==> config.mk <==
export PLATFORM = sky130hd
export DESIGN_NAME = per_key_event_throttle
export DESIGN_NICKNAME = d
export VERILOG_FILES = /design/src/rtl/pket_pkg.sv /design/src/rtl/per_key_event_throttle.sv /design/src/rtl/pket_ram.sv /design/src/rtl/pket_cmp.sv
export SDC_FILE = /design/constraint.sdc
export NUM_CORES = 1
export LEC_CHECK = 0
export BUFFER_PORTS_ARGS = -buffer_cell sky130_fd_sc_hd__buf_2
export CORE_AREA = 8 8 323 325
export CTS_CLUSTER_SIZE = 25
export DETAILED_ROUTE_END_ITERATION = 8
export DIE_AREA = 0 0 331 333
export PLACE_DENSITY = 0.74
export SYNTH_ARGS = -nofsm -noshare
export SYNTH_HDL_FRONTEND = slang
export SYNTH_SLANG_ARGS = --single-unit
==> constraint.sdc <==
create_clock -name clock -period 17 [get_ports clock]
set_clock_uncertainty 0.1 [all_clocks]
set_input_delay 2.55 -clock clock [delete_from_list [all_inputs] [get_ports clock]]
set_output_delay 2.55 -clock clock [all_outputs]
set_load 0.01 [all_outputs]
==> src/rtl/pket_pkg.sv <==
// Package for the per-key event throttle: shared widths, reset values and
// the result type of the key/time compare unit. No dependencies.
`timescale 1ns / 1ps
`default_nettype none

package pket_pkg;

   // Time stamp and interval widths are fixed by the word format
   localparam int TIME_WIDTH         = 32;
   localparam int INTERVAL_WIDTH     = 16;
   localparam int SLOT_FIELD_WIDTH   = 4;
   localparam logic [INTERVAL_WIDTH-1:0] MIN_INTERVAL_RESET = 16'd30;

   // Outcome of comparing one stored slot against the current event
   typedef struct packed {
      logic match;     // stored key equals the event key
      logic too_soon;  // signed (now - stored time) is below the interval
   } cmp_result_type;

endpackage : pket_pkg

`default_nettype wire

==> src/rtl/per_key_event_throttle.sv <==
// Top level of the per-key event throttle: scan sequencer, slot table RAM,
// compare unit and result register. Uses pket_pkg, pket_ram and pket_cmp.
`timescale 1ns / 1ps
`default_nettype none

// Each accepted word carries an event key and the current time in seconds and
// yields one result word: allow, hit, slot and recorded. Known keys sit in a
// table of NUM_SLOTS slots held in one RAM with a registered read port; a
// sequencer walks the filled slots in order, one slot per cycle through a
// single key/time compare unit, and stops at the first match. A miss walks
// every filled slot before its result is posted. The result sits in an output
// register, so a new word is taken while a finished result waits; the scan
// only stalls at its final step if that register is still occupied.
// min_interval is written through csr_wr_en / csr_wr_data and resets to 30.
// Reset empties the table by clearing the fill count; no clearing pass runs.

module per_key_event_throttle #(
   parameter int NUM_SLOTS = 16,
   parameter int KEY_WIDTH = 32
) (
   input  wire logic                                  clock,
   input  wire logic                                  reset,
   // configuration
   input  wire logic                                  csr_wr_en,
   input  wire logic [pket_pkg::INTERVAL_WIDTH-1:0]   csr_wr_data,
   // event words
   input  wire logic                                  req_valid,
   output logic                                       req_stall,
   input  wire logic [31:0]                           req_event_key,
   input  wire logic [pket_pkg::TIME_WIDTH-1:0]       req_now_seconds,
   // result words
   output logic                                       rsp_valid,
   input  wire logic                                  rsp_stall,
   output logic                                       rsp_allow,
   output logic                                       rsp_hit,
   output logic [pket_pkg::SLOT_FIELD_WIDTH-1:0]      rsp_slot,
   output logic                                       rsp_recorded
);

   import pket_pkg::*;

   localparam int IDX_W = (NUM_SLOTS > 1) ? $clog2(NUM_SLOTS) : 1;
   localparam int CNT_W = $clog2(NUM_SLOTS + 1);
   localparam int ENTRY_W = KEY_WIDTH + TIME_WIDTH;

   typedef enum logic [1:0] {
      ST_IDLE,
      ST_SCAN,
      ST_MISS
   } state_type;

   state_type                  state_ff, state_in;
   logic [CNT_W-1:0]           scan_ff, scan_in;
   logic [CNT_W-1:0]           used_ff, used_in;
   logic [INTERVAL_WIDTH-1:0]  interval_ff, interval_in;
   logic [KEY_WIDTH-1:0]       key_ff, key_in;
   logic [TIME_WIDTH-1:0]      now_ff, now_in;

   logic                       rsp_valid_ff, rsp_valid_in;
   logic                       rsp_allow_ff, rsp_allow_in;
   logic                       rsp_hit_ff, rsp_hit_in;
   logic [SLOT_FIELD_WIDTH-1:0] rsp_slot_ff, rsp_slot_in;
   logic                       rsp_recorded_ff, rsp_recorded_in;

   logic [KEY_WIDTH+31:0]      key_ext;
   logic                       accept;
   logic                       out_free;
   logic [CNT_W-1:0]           scan_next;
   logic [CNT_W+SLOT_FIELD_WIDTH-1:0] scan_slot_ext;
   logic [CNT_W+SLOT_FIELD_WIDTH-1:0] used_slot_ext;

   logic                       ram_wr_en;
   logic [IDX_W-1:0]           ram_wr_addr;
   logic [ENTRY_W-1:0]         ram_wr_data;
   logic [ENTRY_W-1:0]         ram_rd_data;
   cmp_result_type             cmp_res;

   // Keep the low KEY_WIDTH bits of the key, zero-extended when wider
   assign key_ext = {{KEY_WIDTH{1'b0}}, req_event_key};

   assign req_stall = (state_ff != ST_IDLE);
   assign accept    = req_valid && !req_stall;
   assign out_free  = !rsp_valid_ff || !rsp_stall;
   assign scan_next = scan_ff + 1'b1;

   assign scan_slot_ext = {{SLOT_FIELD_WIDTH{1'b0}}, scan_ff};
   assign used_slot_ext = {{SLOT_FIELD_WIDTH{1'b0}}, used_ff};

   // Slot table: key in the upper bits, last pass time in the lower bits
   pket_ram #(
      .WIDTH (ENTRY_W),
      .DEPTH (NUM_SLOTS)
   ) u_table (
      .clock      (clock),
      .wr_en      (ram_wr_en),
      .wr_addr    (ram_wr_addr),
      .wr_data    (ram_wr_data),
      .rd_addr    (scan_in[IDX_W-1:0]),
      .rd_data_ff (ram_rd_data)
   );

   pket_cmp #(
      .KEY_WIDTH (KEY_WIDTH)
   ) u_cmp (
      .event_key    (key_ff),
      .now_seconds  (now_ff),
      .stored_key   (ram_rd_data[ENTRY_W-1:TIME_WIDTH]),
      .stored_time  (ram_rd_data[TIME_WIDTH-1:0]),
      .min_interval (interval_ff),
      .result       (cmp_res)
   );

   // Sequencer: scan filled slots, then post a result and update the table when the event is recorded
   always_comb begin
      state_in        = state_ff;
      scan_in         = scan_ff;
      used_in         = used_ff;
      interval_in     = csr_wr_en ? csr_wr_data : interval_ff;
      key_in          = key_ff;
      now_in          = now_ff;
      rsp_valid_in    = rsp_valid_ff && rsp_stall;
      rsp_allow_in    = rsp_allow_ff;
      rsp_hit_in      = rsp_hit_ff;
      rsp_slot_in     = rsp_slot_ff;
      rsp_recorded_in = rsp_recorded_ff;
      ram_wr_en       = 1'b0;
      ram_wr_addr     = scan_ff[IDX_W-1:0];
      ram_wr_data     = {key_ff, now_ff};

      case (state_ff)
         ST_IDLE: begin
            if (accept) begin
               key_in   = key_ext[KEY_WIDTH-1:0];
               now_in   = req_now_seconds;
               scan_in  = '0;
               state_in = (used_ff == '0) ? ST_MISS : ST_SCAN;
            end
         end
         ST_SCAN: begin
            if (cmp_res.match) begin
               // Hit: pass and refresh the time, or hold back
               if (out_free) begin
                  ram_wr_en       = !cmp_res.too_soon;
                  rsp_valid_in    = 1'b1;
                  rsp_allow_in    = !cmp_res.too_soon;
                  rsp_hit_in      = 1'b1;
                  rsp_slot_in     = scan_slot_ext[SLOT_FIELD_WIDTH-1:0];
                  rsp_recorded_in = !cmp_res.too_soon;
                  state_in        = ST_IDLE;
               end
            end else if (scan_next == used_ff) begin
               state_in = ST_MISS;
            end else begin
               scan_in = scan_next;
            end
         end
         ST_MISS: begin
            // Unknown key: take the next free slot if there is one
            if (out_free) begin
               rsp_valid_in = 1'b1;
               rsp_allow_in = 1'b1;
               rsp_hit_in   = 1'b0;
               state_in     = ST_IDLE;
               if (used_ff < NUM_SLOTS[CNT_W-1:0]) begin
                  ram_wr_en       = 1'b1;
                  ram_wr_addr     = used_ff[IDX_W-1:0];
                  used_in         = used_ff + 1'b1;
                  rsp_slot_in     = used_slot_ext[SLOT_FIELD_WIDTH-1:0];
                  rsp_recorded_in = 1'b1;
               end else begin
                  rsp_slot_in     = '0;
                  rsp_recorded_in = 1'b0;
               end
            end
         end
         default: begin
            state_in = ST_IDLE;
         end
      endcase
   end

   // Hold state, counters, the held event and the result register
   always_ff @(posedge clock) begin
      scan_ff         <= scan_in;
      key_ff          <= key_in;
      now_ff          <= now_in;
      rsp_allow_ff    <= rsp_allow_in;
      rsp_hit_ff      <= rsp_hit_in;
      rsp_slot_ff     <= rsp_slot_in;
      rsp_recorded_ff <= rsp_recorded_in;
      if (reset) begin
         state_ff     <= ST_IDLE;
         used_ff      <= '0;
         interval_ff  <= MIN_INTERVAL_RESET;
         rsp_valid_ff <= 1'b0;
      end else begin
         state_ff     <= state_in;
         used_ff      <= used_in;
         interval_ff  <= interval_in;
         rsp_valid_ff <= rsp_valid_in;
      end
   end

   assign rsp_valid    = rsp_valid_ff;
   assign rsp_allow    = rsp_allow_ff;
   assign rsp_hit      = rsp_hit_ff;
   assign rsp_slot     = rsp_slot_ff;
   assign rsp_recorded = rsp_recorded_ff;

endmodule : per_key_event_throttle

`default_nettype wire

==> src/rtl/pket_ram.sv <==
// Generic single-write, single-read RAM with registered read data.
// Used for the slot table of the per-key event throttle; no dependencies.
`timescale 1ns / 1ps
`default_nettype none

module pket_ram #(
   parameter int WIDTH = 64,
   parameter int DEPTH = 16
) (
   input  wire logic                                     clock,
   input  wire logic                                     wr_en,
   input  wire logic [((DEPTH > 1) ? $clog2(DEPTH) : 1)-1:0] wr_addr,
   input  wire logic [WIDTH-1:0]                         wr_data,
   input  wire logic [((DEPTH > 1) ? $clog2(DEPTH) : 1)-1:0] rd_addr,
   output logic      [WIDTH-1:0]                         rd_data_ff
);

   logic [WIDTH-1:0] mem_ff [DEPTH];

   // Write one entry, read one entry, both on the rising edge
   always_ff @(posedge clock) begin
      if (wr_en) begin
         mem_ff[wr_addr] <= wr_data;
      end
      rd_data_ff <= mem_ff[rd_addr];
   end

endmodule : pket_ram

`default_nettype wire

==> src/rtl/pket_cmp.sv <==
// Shared compare unit: matches one stored key against the event key and
// checks the elapsed time against the minimum interval. Uses pket_pkg.
`timescale 1ns / 1ps
`default_nettype none

module pket_cmp #(
   parameter int KEY_WIDTH = 32
) (
   input  wire logic [KEY_WIDTH-1:0]                   event_key,
   input  wire logic [pket_pkg::TIME_WIDTH-1:0]        now_seconds,
   input  wire logic [KEY_WIDTH-1:0]                   stored_key,
   input  wire logic [pket_pkg::TIME_WIDTH-1:0]        stored_time,
   input  wire logic [pket_pkg::INTERVAL_WIDTH-1:0]    min_interval,
   output pket_pkg::cmp_result_type                    result
);

   import pket_pkg::*;

   logic [TIME_WIDTH-1:0] elapsed;
   logic [TIME_WIDTH-1:0] interval_ext;

   // Elapsed time wraps modulo 2^32; the top bit marks a negative difference
   assign elapsed      = now_seconds - stored_time;
   assign interval_ext = {{(TIME_WIDTH-INTERVAL_WIDTH){1'b0}}, min_interval};

   always_comb begin
      result.match    = (stored_key == event_key);
      result.too_soon = elapsed[TIME_WIDTH-1] || (elapsed < interval_ext);
   end

endmodule : pket_cmp

`default_nettype wire
==> impl_metrics.py <==
metrics = {
    "clock_network": {
        "numCtsBuffers": 113,
        "ctsResizeCount": 0,
        "cts_setup_buffers": 0,
        "cts.sinks": 1188,
        "ctsHtreeMaxLevel": 3,
        "clk_pin_slew_ns": 0.06,
        "clockBufferDepth": 3,
        "cts_tree": "yes",
        "cts-hold-fix-buffers": 0,
        "insertion_delay_ns": 0.70,
        "clockRootBuffer": "clkbuf_16",
    },
    "placement": {
        "port_buffers": 93,
        "gp_congestion": 0.886,
        "dp.final_hpwl_um": 58200,
    },
    "worst_setup_path": {
        "worstPathRequired_ns": 17.42,
        "setup.worst_path.start_class": "flip-flop",
        "cp.arrival_ns": 7.64,
        "cp_max_fo": 60,
        "crit_type": "reg -> reg",
        "endpoint_kind": "flip-flop",
    },
    "sta": {
        "fmax_mhz": 138,
        "worstMarginPinSlew_ns": 1.28,
        "slew_viol_final": 0,
        "setup_viol": 0,
        "min_period_ns": 7.22,
        "slew-limit-headroom_pct": 14.9,
        "finalSetupTns_ns": 0,
        "timing.final.crit_share_pct": 42.5,
        "hold_violations": 0,
        "rsz0062_at_grt": "no",
    },
    "floorplan": {
        "die_x_um": 331,
        "chipHeight_um": 333,
        "start_util_pct": 49.6,
        "rows": 116,
        "core_um2": 99300,
        "dieArea_um2": 110000,
        "pin_count": 94,
    },
    "run": {
        "maxCapViolations": 0,
    },
    "detailed_routing": {
        "ant_nets": 0,
        "wirelength_um": 108000,
        "drc": 0,
        "drt_iter0_markers": 2176,
        "first_pass_iters": 5,
        "viasPerCell": 5.74,
        "wl_per_cell_um": 24.6,
        "num_vias": 25200,
    },
    "logic_synthesis": {
        "yosys-top-cells-area": "edfxtp_1 67%, mux2i_1 20%, dfxtp_1 3.7%, ha_1 1.3%, buf_4 0.93%",
        "synthFlopType": "edfxtp_1",
        "syn_inst": 2876,
        "synth_adder_area_share_pct": 1.39,
        "syn_nets": 3015,
        "synth_top_area_share_pct": 66.8,
        "muxShareOfSynthArea_pct": 19.9,
        "netlist_area_um2": 49300,
        "synth-xor-area-share_pct": 1.12,
        "synth-edff-count": 1096,
        "synth_cell_types": 80,
        "avgSynthCellArea_um2": 17.1,
        "synthSimpleGateAreaFrac_pct": 2.15,
        "synth_seq_cells": 1188,
        "synth_top_family_by_area": "multiplexers",
        "seq_area_frac_synth_pct": 70.5,
        "synth_compound_area_share_pct": 2.68,
        "yosys.area.top_type": "edfxtp_1",
        "yosys_warnings": 0,
        "async_flop_share_pct": 0,
    },
    "pwr": {
        "powerDensity_nw_per_um2": 143,
        "ir_drop_uv": 159,
        "leakage_nw": 21.0,
        "p_total_mw": 7.84,
    },
    "global_route": {
        "grt_pass1_vias": 25600,
        "grt_overflow": 0,
        "grt_max_degree": 130,
        "antenna_found_initial": 0,
        "grt_pass1_wl_um": 160000,
        "gr-usage-all-layers_pct": 19.2,
    },
    "final_layout": {
        "diodes": 0,
        "nNetsFinal": 3135,
        "fin_util_pct": 55.3,
        "area_delta_synth_final_pct": 11.5,
        "drive_above_1_share_pct": 11.9,
    },
    "worst_hold_path": {
        "worstHoldPathType": "reg -> reg",
    },
    "status": {
        "status": "finished clean",
    },
}
==> critical path, cell delays in order (launching register included) <==
cell and delay (ns):
edfxtp_1 0.60, xor2_1 0.28, nor4_1 0.75, nand4_1 0.72, o2111a_1 0.50, nor3_2 0.10
buf_4 0.71, buf_4 0.72, buf_4 0.90, buf_4 0.81, mux2i_1 0.28, mux2i_1 0.10
mux2i_1 0.19, mux2i_1 0.10
==> routing by layer <==
layer,up-vias,share of wire [%],global-route usage (%)
met1,13000,44,25.9
li1,11400,-,-
met2,683,49,32.0
met3,179,4.9,3.07
met5,-,0,0
met4,0,2.8,5.67
==> power breakdown <==
part           switching [mW]  total (mW)  internal (mW)  leakage (nW)
clock                    1.05        2.56           1.51          1.88
sequential              0.173        3.63           3.45          10.7
combinational           0.977        1.65          0.673          8.42
==> cell usage in the layout (no fill, tap or decap), types with 6 or more instances in the layout <==
cell,synthesis,final
o21a_1,13,13
o211ai_1,7,7
nand2_1,64,64
o31ai_1,12,11
buf_2,52,93
nor2_1,47,47
a21o_1,9,9
a211oi_1,6,6
dfxtp_1,92,92
nor3_1,10,9
edfxtp_1,1096,1096
a21oi_1,45,39
buf_4,61,46
clkbuf_8,0,13
inv_1,63,63
nand3b_1,6,6
nand4_1,16,16
xnor2_1,18,18
o21ai_0,22,21
clkbuf_1,14,35
ha_1,53,53
a21oi_2,16,6
mux2i_1,978,977
xor2_1,42,42
nand3_1,21,21
clkinv_2,0,20
clkinv_1,0,7
clkbuf_16,0,116
nor4_1,11,11
bufinv_16,0,13
a21oi_4,1,17
==> Yosys cell counts, types with 5 or more instances <==
cell      number
o21a_1        13
ha_1          53
xor2_1        42
nor4_1        11
clkbuf_1      14
nand3_1       21
inv_1         63
nand3b_1       6
nand2_1       64
mux2i_1      978
a21oi_2       16
o21ai_0       22
o211ai_1       7
buf_2         52
nor3_1        10
o31ai_1       12
a21o_1         9
a21boi_0       5
a211oi_1       6
nor2b_1        5
a21oi_1       45
dfxtp_1       92
xnor2_1       18
buf_4         61
nand4_1       16
and2_1         5
edfxtp_1    1096
nor2_1        47
==> state kept, by name, indices dropped and copies added (netlist names), 2 cells and up <==
name / flops
u_table.mem_ff: 1024
u_table.rd_data_ff: 64
key_ff: 32
now_ff: 32
interval_ff: 16
scan_ff: 5
used_ff: 5
rsp_slot: 4
state_ff: 2
==> logic make-up (layout without fill, tap and decap cells) <==
kind of cell               count (synthesis)  in the layout
DFF                                     1188           1188
muxes                                    980            980
and+or+nand+nor                          213            213
buffers and inverters                    199            420
AOI/OAI and AO/OA                        181            181
xor gates and xnor gates                  61             61
adders and majority gates                 54             54
==> path summary, 6_finish.rpt <==
path	start	slack, ns	endpoint	cells past startpoint
max	key_ff[0]	9.78	u_table.rd_data_ff[30]	13
min	interval_ff[9]	0.41	interval_ff[9]	2
max reg2reg	key_ff[0]	9.78	u_table.rd_data_ff[30]	13
min reg2reg	interval_ff[9]	0.41	interval_ff[9]	2
==> final cells by class <==
class	instances	area, µm²
Tap cell	1298	1620
Sequential cell	1188	34800
Inverter	63	236
Clock inverter	52	644
Multi-Input combinational cell	1489	13600
Fill cell	7559	44300
Timing Repair Buffer	141	851
Clock buffer	164	3210
==> per-stage QoR <==
stage                     hold WS (ns)  cell area, µm²  std cells  setup WS, ns
after global routing             0.452           54900       4395          9.43
after global placement           0.383           51100       4179          9.34
after floorplan                  0.360           49300       2876          9.65
after CTS                        0.412           54900       4395          9.75
final                            0.408           54900       4395          9.78
after detailed placement         0.390           51100       4179          9.16
(Power assumes the default switching activity.)
